[src/rtl/rbst_pkg.sv]
package rbst_pkg;

  localparam int QW       = 32;          // Q16.16 word
  localparam int FRAC     = 16;          // fraction bits
  localparam int NW       = QW + FRAC;   // dividend magnitude width
  localparam int EPS_W    = 17;
  localparam int NAXIS    = 3;
  localparam int NLANE    = 2 * NAXIS;   // two slab distances per axis
  localparam int QDEPTH   = 2;           // default front/back queue depth

  localparam logic [EPS_W-1:0] EPS_RESET = EPS_W'(66);
  localparam logic signed [QW-1:0] Q_MAX = 32'sh7fffffff;
  localparam logic signed [QW-1:0] Q_MIN = 32'sh80000000;

  typedef logic signed [QW-1:0] q_t;

  // One axis as classified by the front end
  typedef struct packed {
    logic                 par;     // direction too small: parallel
    logic                 pmiss;   // parallel and origin outside slab
    logic [1:0]           neg;     // quotient sign, per corner
    logic [1:0]           ovf;     // quotient magnitude >= 2^32
    logic [QW-1:0]        dmag;    // |dir|
    logic [1:0][QW-1:0]   nmag;    // |corner - origin|
  } axis_t;

  // Queue entry between front and back
  typedef struct packed {
    axis_t [NAXIS-1:0]          ax;
    logic  [NAXIS-1:0][QW-1:0]  org;
    logic  [NAXIS-1:0][QW-1:0]  dir;
  } fent_t;

  // Side data carried along the divider
  typedef struct packed {
    logic [NAXIS-1:0]           par;
    logic [NAXIS-1:0]           pmiss;
    logic [NLANE-1:0]           neg;
    logic [NLANE-1:0]           ovf;
    logic [NAXIS-1:0][QW-1:0]   org;
    logic [NAXIS-1:0][QW-1:0]   dir;
  } side_t;

endpackage

[src/rtl/rbst_queue.sv]
module rbst_queue #(
  parameter int DEPTH = rbst_pkg::QDEPTH,
  parameter int W     = $bits(rbst_pkg::fent_t)
) (
  input  logic         clk,
  input  logic         rst_n,
  input  logic         push_valid,
  output logic         full,
  input  logic [W-1:0] push_data,
  output logic         pop_valid,
  input  logic         pop,
  output logic [W-1:0] pop_data
);
  localparam int AW = (DEPTH > 1) ? $clog2(DEPTH) : 1;
  localparam int CW = $clog2(DEPTH + 1);

  logic [W-1:0]  mem_r [DEPTH];
  logic [AW-1:0] wptr_r, rptr_r;
  logic [CW-1:0] count_r, count_nxt;
  logic          do_push, do_pop;

  assign full      = (count_r == CW'(DEPTH));
  assign pop_valid = (count_r != '0);
  assign do_push   = push_valid && !full;
  assign do_pop    = pop && pop_valid;
  assign pop_data  = mem_r[rptr_r];

  always_comb begin
    count_nxt = count_r;
    if (do_push && !do_pop) count_nxt = count_r + CW'(1);
    if (do_pop && !do_push) count_nxt = count_r - CW'(1);
  end

  // Advance pointers, wrapping at the depth
  always_ff @(posedge clk) begin
    if (!rst_n) begin
      wptr_r  <= '0;
      rptr_r  <= '0;
      count_r <= '0;
    end else begin
      count_r <= count_nxt;
      if (do_push) wptr_r <= (wptr_r == AW'(DEPTH - 1)) ? '0 : wptr_r + AW'(1);
      if (do_pop)  rptr_r <= (rptr_r == AW'(DEPTH - 1)) ? '0 : rptr_r + AW'(1);
    end
  end

  always_ff @(posedge clk) begin
    if (do_push) mem_r[wptr_r] <= push_data;
  end

`ifndef ASSERT_OFF
  a_count_bound: assert property (@(posedge clk) disable iff (!rst_n)
    count_r <= CW'(DEPTH)) else $error("queue count beyond depth");
  a_pop_moves: assert property (@(posedge clk) disable iff (!rst_n)
    do_pop && !do_push |=> count_r == $past(count_r) - CW'(1))
    else $error("queue count did not drop on pop");
`endif

endmodule

[config.mk]
export PLATFORM = sky130hd
export DESIGN_NAME = rbst_queue
export DESIGN_NICKNAME = d
export VERILOG_FILES = /design/src/rtl/rbst_pkg.sv /design/src/rtl/rbst_queue.sv
export SDC_FILE = /design/constraint.sdc
export NUM_CORES = 1
export LEC_CHECK = 0
export BUFFER_PORTS_ARGS = -buffer_cell sky130_fd_sc_hd__buf_2
export CORE_AREA = 4 4 387 389
export CTS_BUF_LIST = sky130_fd_sc_hd__clkbuf_4
export CTS_CLUSTER_DIAMETER = 200
export DETAILED_ROUTE_END_ITERATION = 6
export DIE_AREA = 0 0 391 393
export PLACE_DENSITY = 0.42
export SLEW_MARGIN = 5
export SYNTH_ARGS = -nofsm -noshare
export SYNTH_HDL_FRONTEND = slang
export SYNTH_SLANG_ARGS = --single-unit
[constraint.sdc]
create_clock -name clk -period 14.4 [get_ports clk]
set_input_delay 0.72 -clock clk [delete_from_list [all_inputs] [get_ports clk]]
set_output_delay 0.72 -clock clk [all_outputs]
set_load 0.02 [all_outputs]
==> impl_metrics.env <==
export IMPL_hold_path_class="in -> reg"
export IMPL_syn_avg_cell_area_um2=23.0
export IMPL_synth_top_cell_area_share=0.825
export IMPL_setup_viol=0
export IMPL_fillers=14249
export IMPL_skew_ps=119
export IMPL_yosys_top_cells_count="edfxtp_1, mux2_2, buf_6, mux2_1, buf_2"
export IMPL_routed_wl_um=107000
export IMPL_port_buffers=1001
export IMPL_synth_top_area_cell="edfxtp_1"
export IMPL_route_detailed_drc=0
export IMPL_synth_area_um2=36200
export IMPL_rsz0062_at_grt="false"
export IMPL_start_kind="register"
export IMPL_grt_pass1_vias=24445
export IMPL_arrival_ps=4650
export IMPL_grt_max_degree=147
export IMPL_synth_edff_count=996
export IMPL_dp_cells=4468
export IMPL_clk_latency_ps=1200
export IMPL_cts_made_buffers=291
export IMPL_hold_viol=0
export IMPL_power_leakage_nw=19.4
export IMPL_syn_num_nets=2078
export IMPL_dieHeight_um=393
export IMPL_max_clock_path_buffers=4
export IMPL_avgRoutedWirePerCell_um=19.7
export IMPL_die_x_um=391
export IMPL_synth_top_family_by_area="multiplexers"
export IMPL_grt_overflow=0
export IMPL_synth_compound_area_share=0.000898
export IMPL_io_pins=1002
export IMPL_run_status="finished, final reports clean"
export IMPL_yosysSeqAreaShare=0.828
export IMPL_areaGrowthSynthToFinish_pct=42.8
export IMPL_critPathKind="reg -> out"
export IMPL_yosysWarnings=0
export IMPL_slew_headroom=0.258
export IMPL_drive_gt1_frac=0.543
export IMPL_cts_root_buffer="clkbuf_4"
export IMPL_dr_pass1_iters=4
export IMPL_yosys_area_share_simple=0.00148
export IMPL_die_area_um2=154000
export IMPL_cpMostUsedCell="buf_4"
export IMPL_slew_viol_final=0
export IMPL_synth_main_ff_cell="edfxtp_1"
export IMPL_vias=22037
export IMPL_drt_iter0_drc=858
export IMPL_synth_fa_ha_area_frac=0.000345
export IMPL_slowest_stage="buf_4"
export IMPL_ys_types=20
export IMPL_cp_end_kind="output pin"
export IMPL_cp_cell_sequence="buf_4 > buf_12 > buf_4 > mux2_2 > buf_2"
export IMPL_antenna_found_initial=11
export IMPL_viasPerCell=4.04
export IMPL_yosys_area_share_xor_xnor=0.000725
export IMPL_synth_mux_area_frac=0.155
export IMPL_cts_tree="yes"
export IMPL_synth_area_leaders="edfxtp_1, mux2_2, buf_6, mux2_1, buf_2"
export IMPL_required_ps=13680
export IMPL_critical_path_max_stage_delay_ps=840
export IMPL_start_util=0.247
export IMPL_fin_crit_ps=5370
export IMPL_hpwl_um=75000
export IMPL_drtAntennaViolNets=0
export IMPL_hold_worst_slack_ps=249
export IMPL_critPathMaxFanout=133
export IMPL_clock_sinks=1001
export IMPL_synthArstFlopShare=0
export IMPL_synth_most_common_cell="edfxtp_1"
export IMPL_max_freq_ghz=0.186
export IMPL_grt_pass1_wl_um=151000
export IMPL_clkSlewWorstSetupHoldPaths_ps=70
export IMPL_layout_nets=3836
export IMPL_ys_ff_latch=1001
export IMPL_placementRows=141
export IMPL_synthCells=1575
export IMPL_fin_crit_sh=0.373
export IMPL_place_gp_congestion=0.868
export IMPL_stdcell_count=5459
export IMPL_power_mw=8.88
export IMPL_max_slew_worst_pin_slew_ps=1110
export IMPL_fin_setup_tns_ps=0
export IMPL_core_area_um2=147000
export IMPL_h_tree_depth=5
export IMPL_powerDensity_nw_per_um2=172
export IMPL_grt_usage=0.133
export IMPL_drv_cap=0
export IMPL_peakVddDrop_uv=107
-- placed cells by master, fill, tap and decap left out, drive strengths merged, types with 2 or more instances in the layout --
master	count
o21ai	2
clkinv	59
a21boi	2
or3	2
inv	13
bufinv	2
nor2b	2
dfxtp	5
edfxtp	996
diode	19
mux2	498
xnor2	3
dlygate4sd3	502
clkbuf	399
buf	1018
-- final timing paths --
kind,from,end,slack (ps),cells past startpoint
max,register,pop_data[307],9030,5
min,push_data[170],mem_r[1][170]$_DFFE_PP_,250,2
max reg2reg,count_r[0]$_SDFFE_PN0P_,mem_r[0][354]$_DFFE_PP_,9900,7
min reg2reg,wptr_r$_SDFFE_PN0P_,wptr_r$_SDFFE_PN0P_,500,2
-- critical path, delay by kind of cell (launching register included) --
| family | cells | cell delay (ps) |
|---|---|---|
| buffers and inverters | 4 | 2160 |
| muxes | 1 | 420 |
| DFF | 1 | 720 |
-- area by class of cell --
cell class	count	area (um^2)	area share
antenna	19	47.5	0.000919
inverter	3	18.8	0.000363
clock inverter	71	329	0.00636
sequential	1001	30000	0.580
tap	1930	2410	0.0467
multi-input combinational	516	5740	0.111
timing repair buffer	1520	10200	0.197
clock buffer	399	3000	0.0579
-- where the power goes --
part	switching, mW	internal [mW]
Combinational	1.64	0.992
Sequential	0.104	3.68
Clock	1.15	1.30
Total	2.90	5.98
-- cells by family (layout without fill, tap and decap cells) --
logic type,Yosys count,after routing
XOR/XNOR,3,3
AO/OA/AOI/OAI,5,5
buffers and inverters,58,1993
flip-flops,1001,1001
multiplexers,498,498
AND/OR/NAND/NOR,9,9
other,0,19
adder cells (fa/ha/maj),1,1
-- what timing repair did --
item,CTS,global route
hold buffers,502,0
gates resized for setup,0,0
endpoints found under the hold margin,1001,0
buffers inserted,0,0
-- stage by stage --
step	setup WS (ps)	utilization	cell area, um^2
2_1_floorplan	1420	-	36200
3_3_place_gp	9570	0.295	43400
3_5_place_dp	9500	0.295	43400
4_1_cts	8580	0.352	51700
5_1_grt	8500	0.353	51700
6_report	9030	0.353	51800
-- routing by layer --
layer  routed length, um  vias up  part of all wire  GRT usage
li1                    -    10042                 -          -
met1               38800    10852              0.36      0.138
met2               55700      903              0.52      0.236
met3                9190      236             0.085     0.0528
met4                3770        4             0.035     0.0614
met5                  20        -           0.00019          0
-- registers in the layout, summed over array words and instances, names as in the netlist, named ones only --
signal / flops
wptr_r: 1
mem_r: 996
count_r: 2
rptr_r: 1
No activity file was read; power rests on OpenSTA's default activity.
