`src/rtl/rbst_pkg.sv`:
```
package rbst_pkg;

  localparam int QW       = 32;          // Q16.16 word
  localparam int FRAC     = 16;          // fraction bits
  localparam int NW       = QW + FRAC;   // dividend magnitude width
  localparam int EPS_W    = 17;
  localparam int NAXIS    = 3;
  localparam int NLANE    = 2 * NAXIS;   // two slab distances per axis
  localparam int QDEPTH   = 2;           // default front/back queue depth

  localparam logic [EPS_W-1:0] EPS_RESET = EPS_W'(66);
  localparam logic signed [QW-1:0] Q_MAX = 32'sh7fffffff;
  localparam logic signed [QW-1:0] Q_MIN = 32'sh80000000;

  typedef logic signed [QW-1:0] q_t;

  // One axis as classified by the front end
  typedef struct packed {
    logic                 par;     // direction too small: parallel
    logic                 pmiss;   // parallel and origin outside slab
    logic [1:0]           neg;     // quotient sign, per corner
    logic [1:0]           ovf;     // quotient magnitude >= 2^32
    logic [QW-1:0]        dmag;    // |dir|
    logic [1:0][QW-1:0]   nmag;    // |corner - origin|
  } axis_t;

  // Queue entry between front and back
  typedef struct packed {
    axis_t [NAXIS-1:0]          ax;
    logic  [NAXIS-1:0][QW-1:0]  org;
    logic  [NAXIS-1:0][QW-1:0]  dir;
  } fent_t;

  // Side data carried along the divider
  typedef struct packed {
    logic [NAXIS-1:0]           par;
    logic [NAXIS-1:0]           pmiss;
    logic [NLANE-1:0]           neg;
    logic [NLANE-1:0]           ovf;
    logic [NAXIS-1:0][QW-1:0]   org;
    logic [NAXIS-1:0][QW-1:0]   dir;
  } side_t;

endpackage

```
`src/rtl/rbst_front.sv`:
```
module rbst_front (
  input  logic                          clk,
  input  logic                          rst_n,
  input  logic [rbst_pkg::EPS_W-1:0]    eps,
  input  logic                          in_valid,
  output logic                          in_ready,
  input  logic [2:0][rbst_pkg::QW-1:0]  org,
  input  logic [2:0][rbst_pkg::QW-1:0]  dir,
  input  logic [2:0][rbst_pkg::QW-1:0]  bmin,
  input  logic [2:0][rbst_pkg::QW-1:0]  bmax,
  output logic                          f_valid,
  input  logic                          f_full,
  output rbst_pkg::fent_t               f_data
);
  import rbst_pkg::*;

  logic  f_valid_r;
  fent_t f_data_r;
  fent_t f_data_nxt;
  logic  push;

  logic signed [QW:0]   d1 [NAXIS];
  logic signed [QW:0]   d2 [NAXIS];

  assign push     = f_valid_r && !f_full;
  assign in_ready = !f_valid_r || !f_full;
  assign f_valid  = f_valid_r;
  assign f_data   = f_data_r;

  // Classify each axis and prepare divider operands
  always_comb begin
    f_data_nxt = '0;
    for (int a = 0; a < NAXIS; a++) begin
      d1[a] = $signed({bmin[a][QW-1], bmin[a]}) - $signed({org[a][QW-1], org[a]});
      d2[a] = $signed({bmax[a][QW-1], bmax[a]}) - $signed({org[a][QW-1], org[a]});
      f_data_nxt.org[a] = org[a];
      f_data_nxt.dir[a] = dir[a];
      f_data_nxt.ax[a].dmag = dir[a][QW-1] ? (~dir[a] + QW'(1)) : dir[a];
      f_data_nxt.ax[a].par  = (dir[a] == '0) ||
                              (f_data_nxt.ax[a].dmag < {{(QW-EPS_W){1'b0}}, eps});
      f_data_nxt.ax[a].pmiss = f_data_nxt.ax[a].par &&
                               (($signed(org[a]) < $signed(bmin[a])) ||
                                ($signed(org[a]) > $signed(bmax[a])));
      f_data_nxt.ax[a].nmag[0] = d1[a][QW] ? QW'(-d1[a]) : QW'(d1[a]);
      f_data_nxt.ax[a].nmag[1] = d2[a][QW] ? QW'(-d2[a]) : QW'(d2[a]);
      f_data_nxt.ax[a].neg[0]  = d1[a][QW] ^ dir[a][QW-1];
      f_data_nxt.ax[a].neg[1]  = d2[a][QW] ^ dir[a][QW-1];
      for (int k = 0; k < 2; k++) begin
        f_data_nxt.ax[a].ovf[k] =
          {{FRAC{1'b0}}, f_data_nxt.ax[a].nmag[k], {FRAC{1'b0}}} >=
          {f_data_nxt.ax[a].dmag, {QW{1'b0}}};
      end
    end
  end

  // Hold the classified item until the queue takes it
  always_ff @(posedge clk) begin
    if (!rst_n) begin
      f_valid_r <= 1'b0;
    end else if (in_valid && in_ready) begin
      f_valid_r <= 1'b1;
    end else if (push) begin
      f_valid_r <= 1'b0;
    end
  end

  always_ff @(posedge clk) begin
    if (in_valid && in_ready) begin
      f_data_r <= f_data_nxt;
    end
  end

endmodule

```
`config.mk`:
```
export PLATFORM = sky130hd
export DESIGN_NAME = rbst_front
export DESIGN_NICKNAME = d
export VERILOG_FILES = /design/src/rtl/rbst_pkg.sv /design/src/rtl/rbst_front.sv
export SDC_FILE = /design/constraint.sdc
export NUM_CORES = 1
export LEC_CHECK = 0
export ABC_CLOCK_PERIOD_IN_PS = 19400
export BUFFER_PORTS_ARGS = -buffer_cell sky130_fd_sc_hd__buf_2
export CORE_AREA = 2 2 353 355
export CTS_CLUSTER_SIZE = 40
export DETAILED_ROUTE_END_ITERATION = 7
export DIE_AREA = 0 0 355 357
export SETUP_SLACK_MARGIN = 0.4
export SLEW_MARGIN = 15
export SYNTH_ARGS = -nofsm -noshare
export SYNTH_HDL_FRONTEND = slang
export SYNTH_SLANG_ARGS = --single-unit
```
`constraint.sdc`:
```
create_clock -name clk -period 19.4 [get_ports clk]
set_input_delay 3.88 -clock clk [delete_from_list [all_inputs] [get_ports clk]]
set_output_delay 3.88 -clock clk [all_outputs]
set_load 0.02 [all_outputs]
```
==> metrics <==
status=completed; CTS sink cnt=between 400 and 500; Reg2Reg Depth=5; hold-critical path endpoint=f_valid; fin crit period=just over 10 ns; CP peak stage delay=just over 0.7 ns; post-layout instance area=45700 µm²; Worst Hold Class=flip-flop to flip-flop; Worst-path clk slew=around 0.060 ns; Post-DP HPWL=135000 µm; critical path class=input pin to flip-flop; Max-slew headroom=between 10% and 20%; PwrDens=~93 nW/µm²; Synth Area in XOR/XNOR=9.70%; die width=355 µm; Detailed Route WL=between 150000 and 200000 µm; pin count of the biggest net entering global routing=approximately 150; Mapped Cells=3800; GR Overflow Total=0; RSZ-0062 raised after global routing=no; # nets final=about 5400; global-route wire length before repair=around 220000 µm; Routed Antenna Nets=0; Slew Limit Fails=0; cts hold-fix bufs=0; drt wl/cell=around 25 µm; post-synthesis adder-cell area fraction=between 10% and 20%; CTS max path bufs=3; fmax=0.0985 GHz; H-tree lvl count=2; post_cts resized=0; Hold Path Origin=f_valid; final worst setup slack=~9.2 ns; Post-CTS Setup Repair Bufs=0; count leader, synth=edfxtp_1; Synth cell types=100; R2R Path Start=f_valid; total track usage=24.2%; CP Max Fanout=5; final setup fails=0; actual slew at the worst max-slew pin=1.32 ns; TritonRoute pass-1 iters=5; CP required=~20 ns; Worst-Skew Late Latency=between 0.6 and 0.7 ns; Crit path arrival time=between 10 and 15 ns; setup TNS=0 ns; layout cell share with drive strength beyond 1=roughly a quarter; crit start category=input pin; Clk Tree Root Cell=clkbuf_16; R2R Setup Slk=approximately 16 ns; syn_nets=4562; flops & latches, synth=around 500; Placement Cell Area=approximately 44000 µm²; post-route clock skew=about 0.021 ns; CP Capture Type=flip-flop; final core utilization=a little under two fifths; DR vias=~34000; vias per std cell=between 5 and 6; I/O pin cnt=between 900 and 1000; Hold Path Depth=2; area fraction in compound gates after synthesis=a little under a fifth; peak supply drop=roughly 90 µV; Hold Fails Final Rpt=0; CP max stage cell=nor4_1; core footprint=roughly 120000 µm²; ys flop type=edfxtp_1; YS warnings=0; Placement Rows=~130; Die H=about 360 µm; max_cap viols=0; sequential-to-total area share from yosys stat=between 40% and 50%; top cell type by total area after synthesis=edfxtp_1; CTS tree=yes; # port buffers=between 900 and 1000; GP Congestion=between 0.9 and 1; Synth top cells by count=495 x edfxtp_1, 351 x ha_1, 299 x xnor2_1, 288 x a21oi_1, 260 x inv_1; mux contribution to synthesized area=less than 1%; 1st-iter DRT viols=about 3000; Critical R2R Capture=f_data[297]; initial antenna violation count=between 40 and 50; vias in the first global route=approximately 32000; CP Cell Sequence=buf_2, inv_1, ha_1, nor2b_1, o21ai_0, a2111oi_0, a311oi_1, o21ai_0, or4_1, nor3_1, nor3b_1, a21oi_1, xnor2_1, ha_1, and4_1, nand3_1, nor4_1, o2111ai_1, nor4_1, nand4_1, a21oi_1; Async SR Flop Fraction=0%; EDFF count, synth=495; fin crit share=a little over half; synthesized area per cell=just under 10 µm²; Leak=19.4 nW; Synth-to-Final Area Change=23.0%; main combinational cell family by area after synthesis=compound AO/OA/AOI/OAI gates; dpl ws=between 8 and 9 ns; area share of the largest cell type after synthesis=around 40%; initial core utilization=a little under a third; DRC violations left=0; mapped cell area=between 30000 and 40000 µm²; Die ar.=127000 µm²; Num CTS Buffers=between 60 and 70; top cells by area, synth=edfxtp_1 40%, ha_1 12%, xnor2_1 7.0%, a21oi_1 3.9%, o21ai_0 2.9%; Simple-Gate Fraction of Synth Area=between 15 and 20%
==> logic make-up (layout without fill, tap and decap cells) <==
| logic type | count (synthesis) | count (layout) |
|---|---|---|
| compound gates | 1051 | 1051 |
| fa+ha+maj | 357 | 357 |
| flops | 496 | 496 |
| other cells | 0 | 18 |
| buf+inv | 364 | 1303 |
| mux | 30 | 30 |
| simple gates | 1090 | 1090 |
| xor+xnor | 412 | 412 |
==> area by class of cell <==
cell class              instances  area, µm²
fillers                     12600      77200
multi-input cells            2940      20900
flip-flops and latches        496      14900
repair buffers                928       4720
well taps                    1637       2050
clock buffers                  67       1550
inverters                     260        976
clock inverters                48        589
diodes                         18       45.0
==> flip-flops by register name, indices dropped and copies added (netlist names) <==
name and count:
f_data 495, f_valid 1
==> per-stage QoR <==
step	hold WS [ns]	total power [mW]	instances
finish	0.527	4.26	6394
global placement	0.505	3.00	6261
global route	0.587	4.47	6385
floorplan	0.598	2.47	3800
detailed placement	0.524	3.01	6261
CTS	0.533	4.28	6376
==> worst max-delay path, delay by kind of cell <==
kind,cells,cell delay [ns]
buffers and inverters,2,0.24
adder cells (fa/ha/maj),2,0.57
AO/OA/AOI/OAI,7,2.14
XOR/XNOR,1,0.18
AND/OR/NAND/NOR,9,3.64
==> power by group <==
part | total, mW | switching (mW) | internal, mW
sequential | 1.42 | 0.0578 | 1.36
clock | 1.25 | 0.524 | 0.729
combinational | 1.58 | 1.03 | 0.551
==> routing by layer <==
layer  up-vias  track usage (%)  part of all wire, %
met4        22             7.94                  3.4
met2      1506             39.9                   46
met3       248             5.64                  8.4
met1     16500             31.1                   42
li1      16000                -                    -
met5         -                0                0.092
==> worst max-delay path by stage <==
| stage | from | endpoint | slack [ns] | cells after the start |
|---|---|---|---|---|
| 2_1_floorplan | f_full | f_data[100] | 3.19 | 2 |
| 3_3_place_gp | org[33] | f_data[391] | 8.80 | 23 |
| 3_5_place_dp | org[33] | f_data[391] | 8.69 | 23 |
| 4_1_cts | org[33] | f_data[391] | 9.39 | 23 |
| 5_1_grt | org[33] | f_data[391] | 8.68 | 23 |
| 6_report | org[33] | f_data[391] | 9.25 | 21 |
==> placed cells by master (no fill, tap or decap), types with 23 or more instances in the layout <==
master	count
inv_1	260
nor2_1	233
nand2_1	257
edfxtp_1	495
o211ai_1	23
or4_1	24
and2_1	38
clkbuf_16	61
nand3_1	81
nor3_1	81
nand2b_1	54
nor4_1	32
xnor2_1	299
or2_2	24
buf_2	904
xor2_1	113
and3_1	35
o21ai_0	219
o21a_1	37
a211oi_1	33
o31ai_1	59
nand4_1	65
buf_4	23
a31oi_1	44
or3_1	49
nor2b_1	43
a21o_1	128
a21oi_1	288
ha_1	351
(Power assumes the default switching activity.)
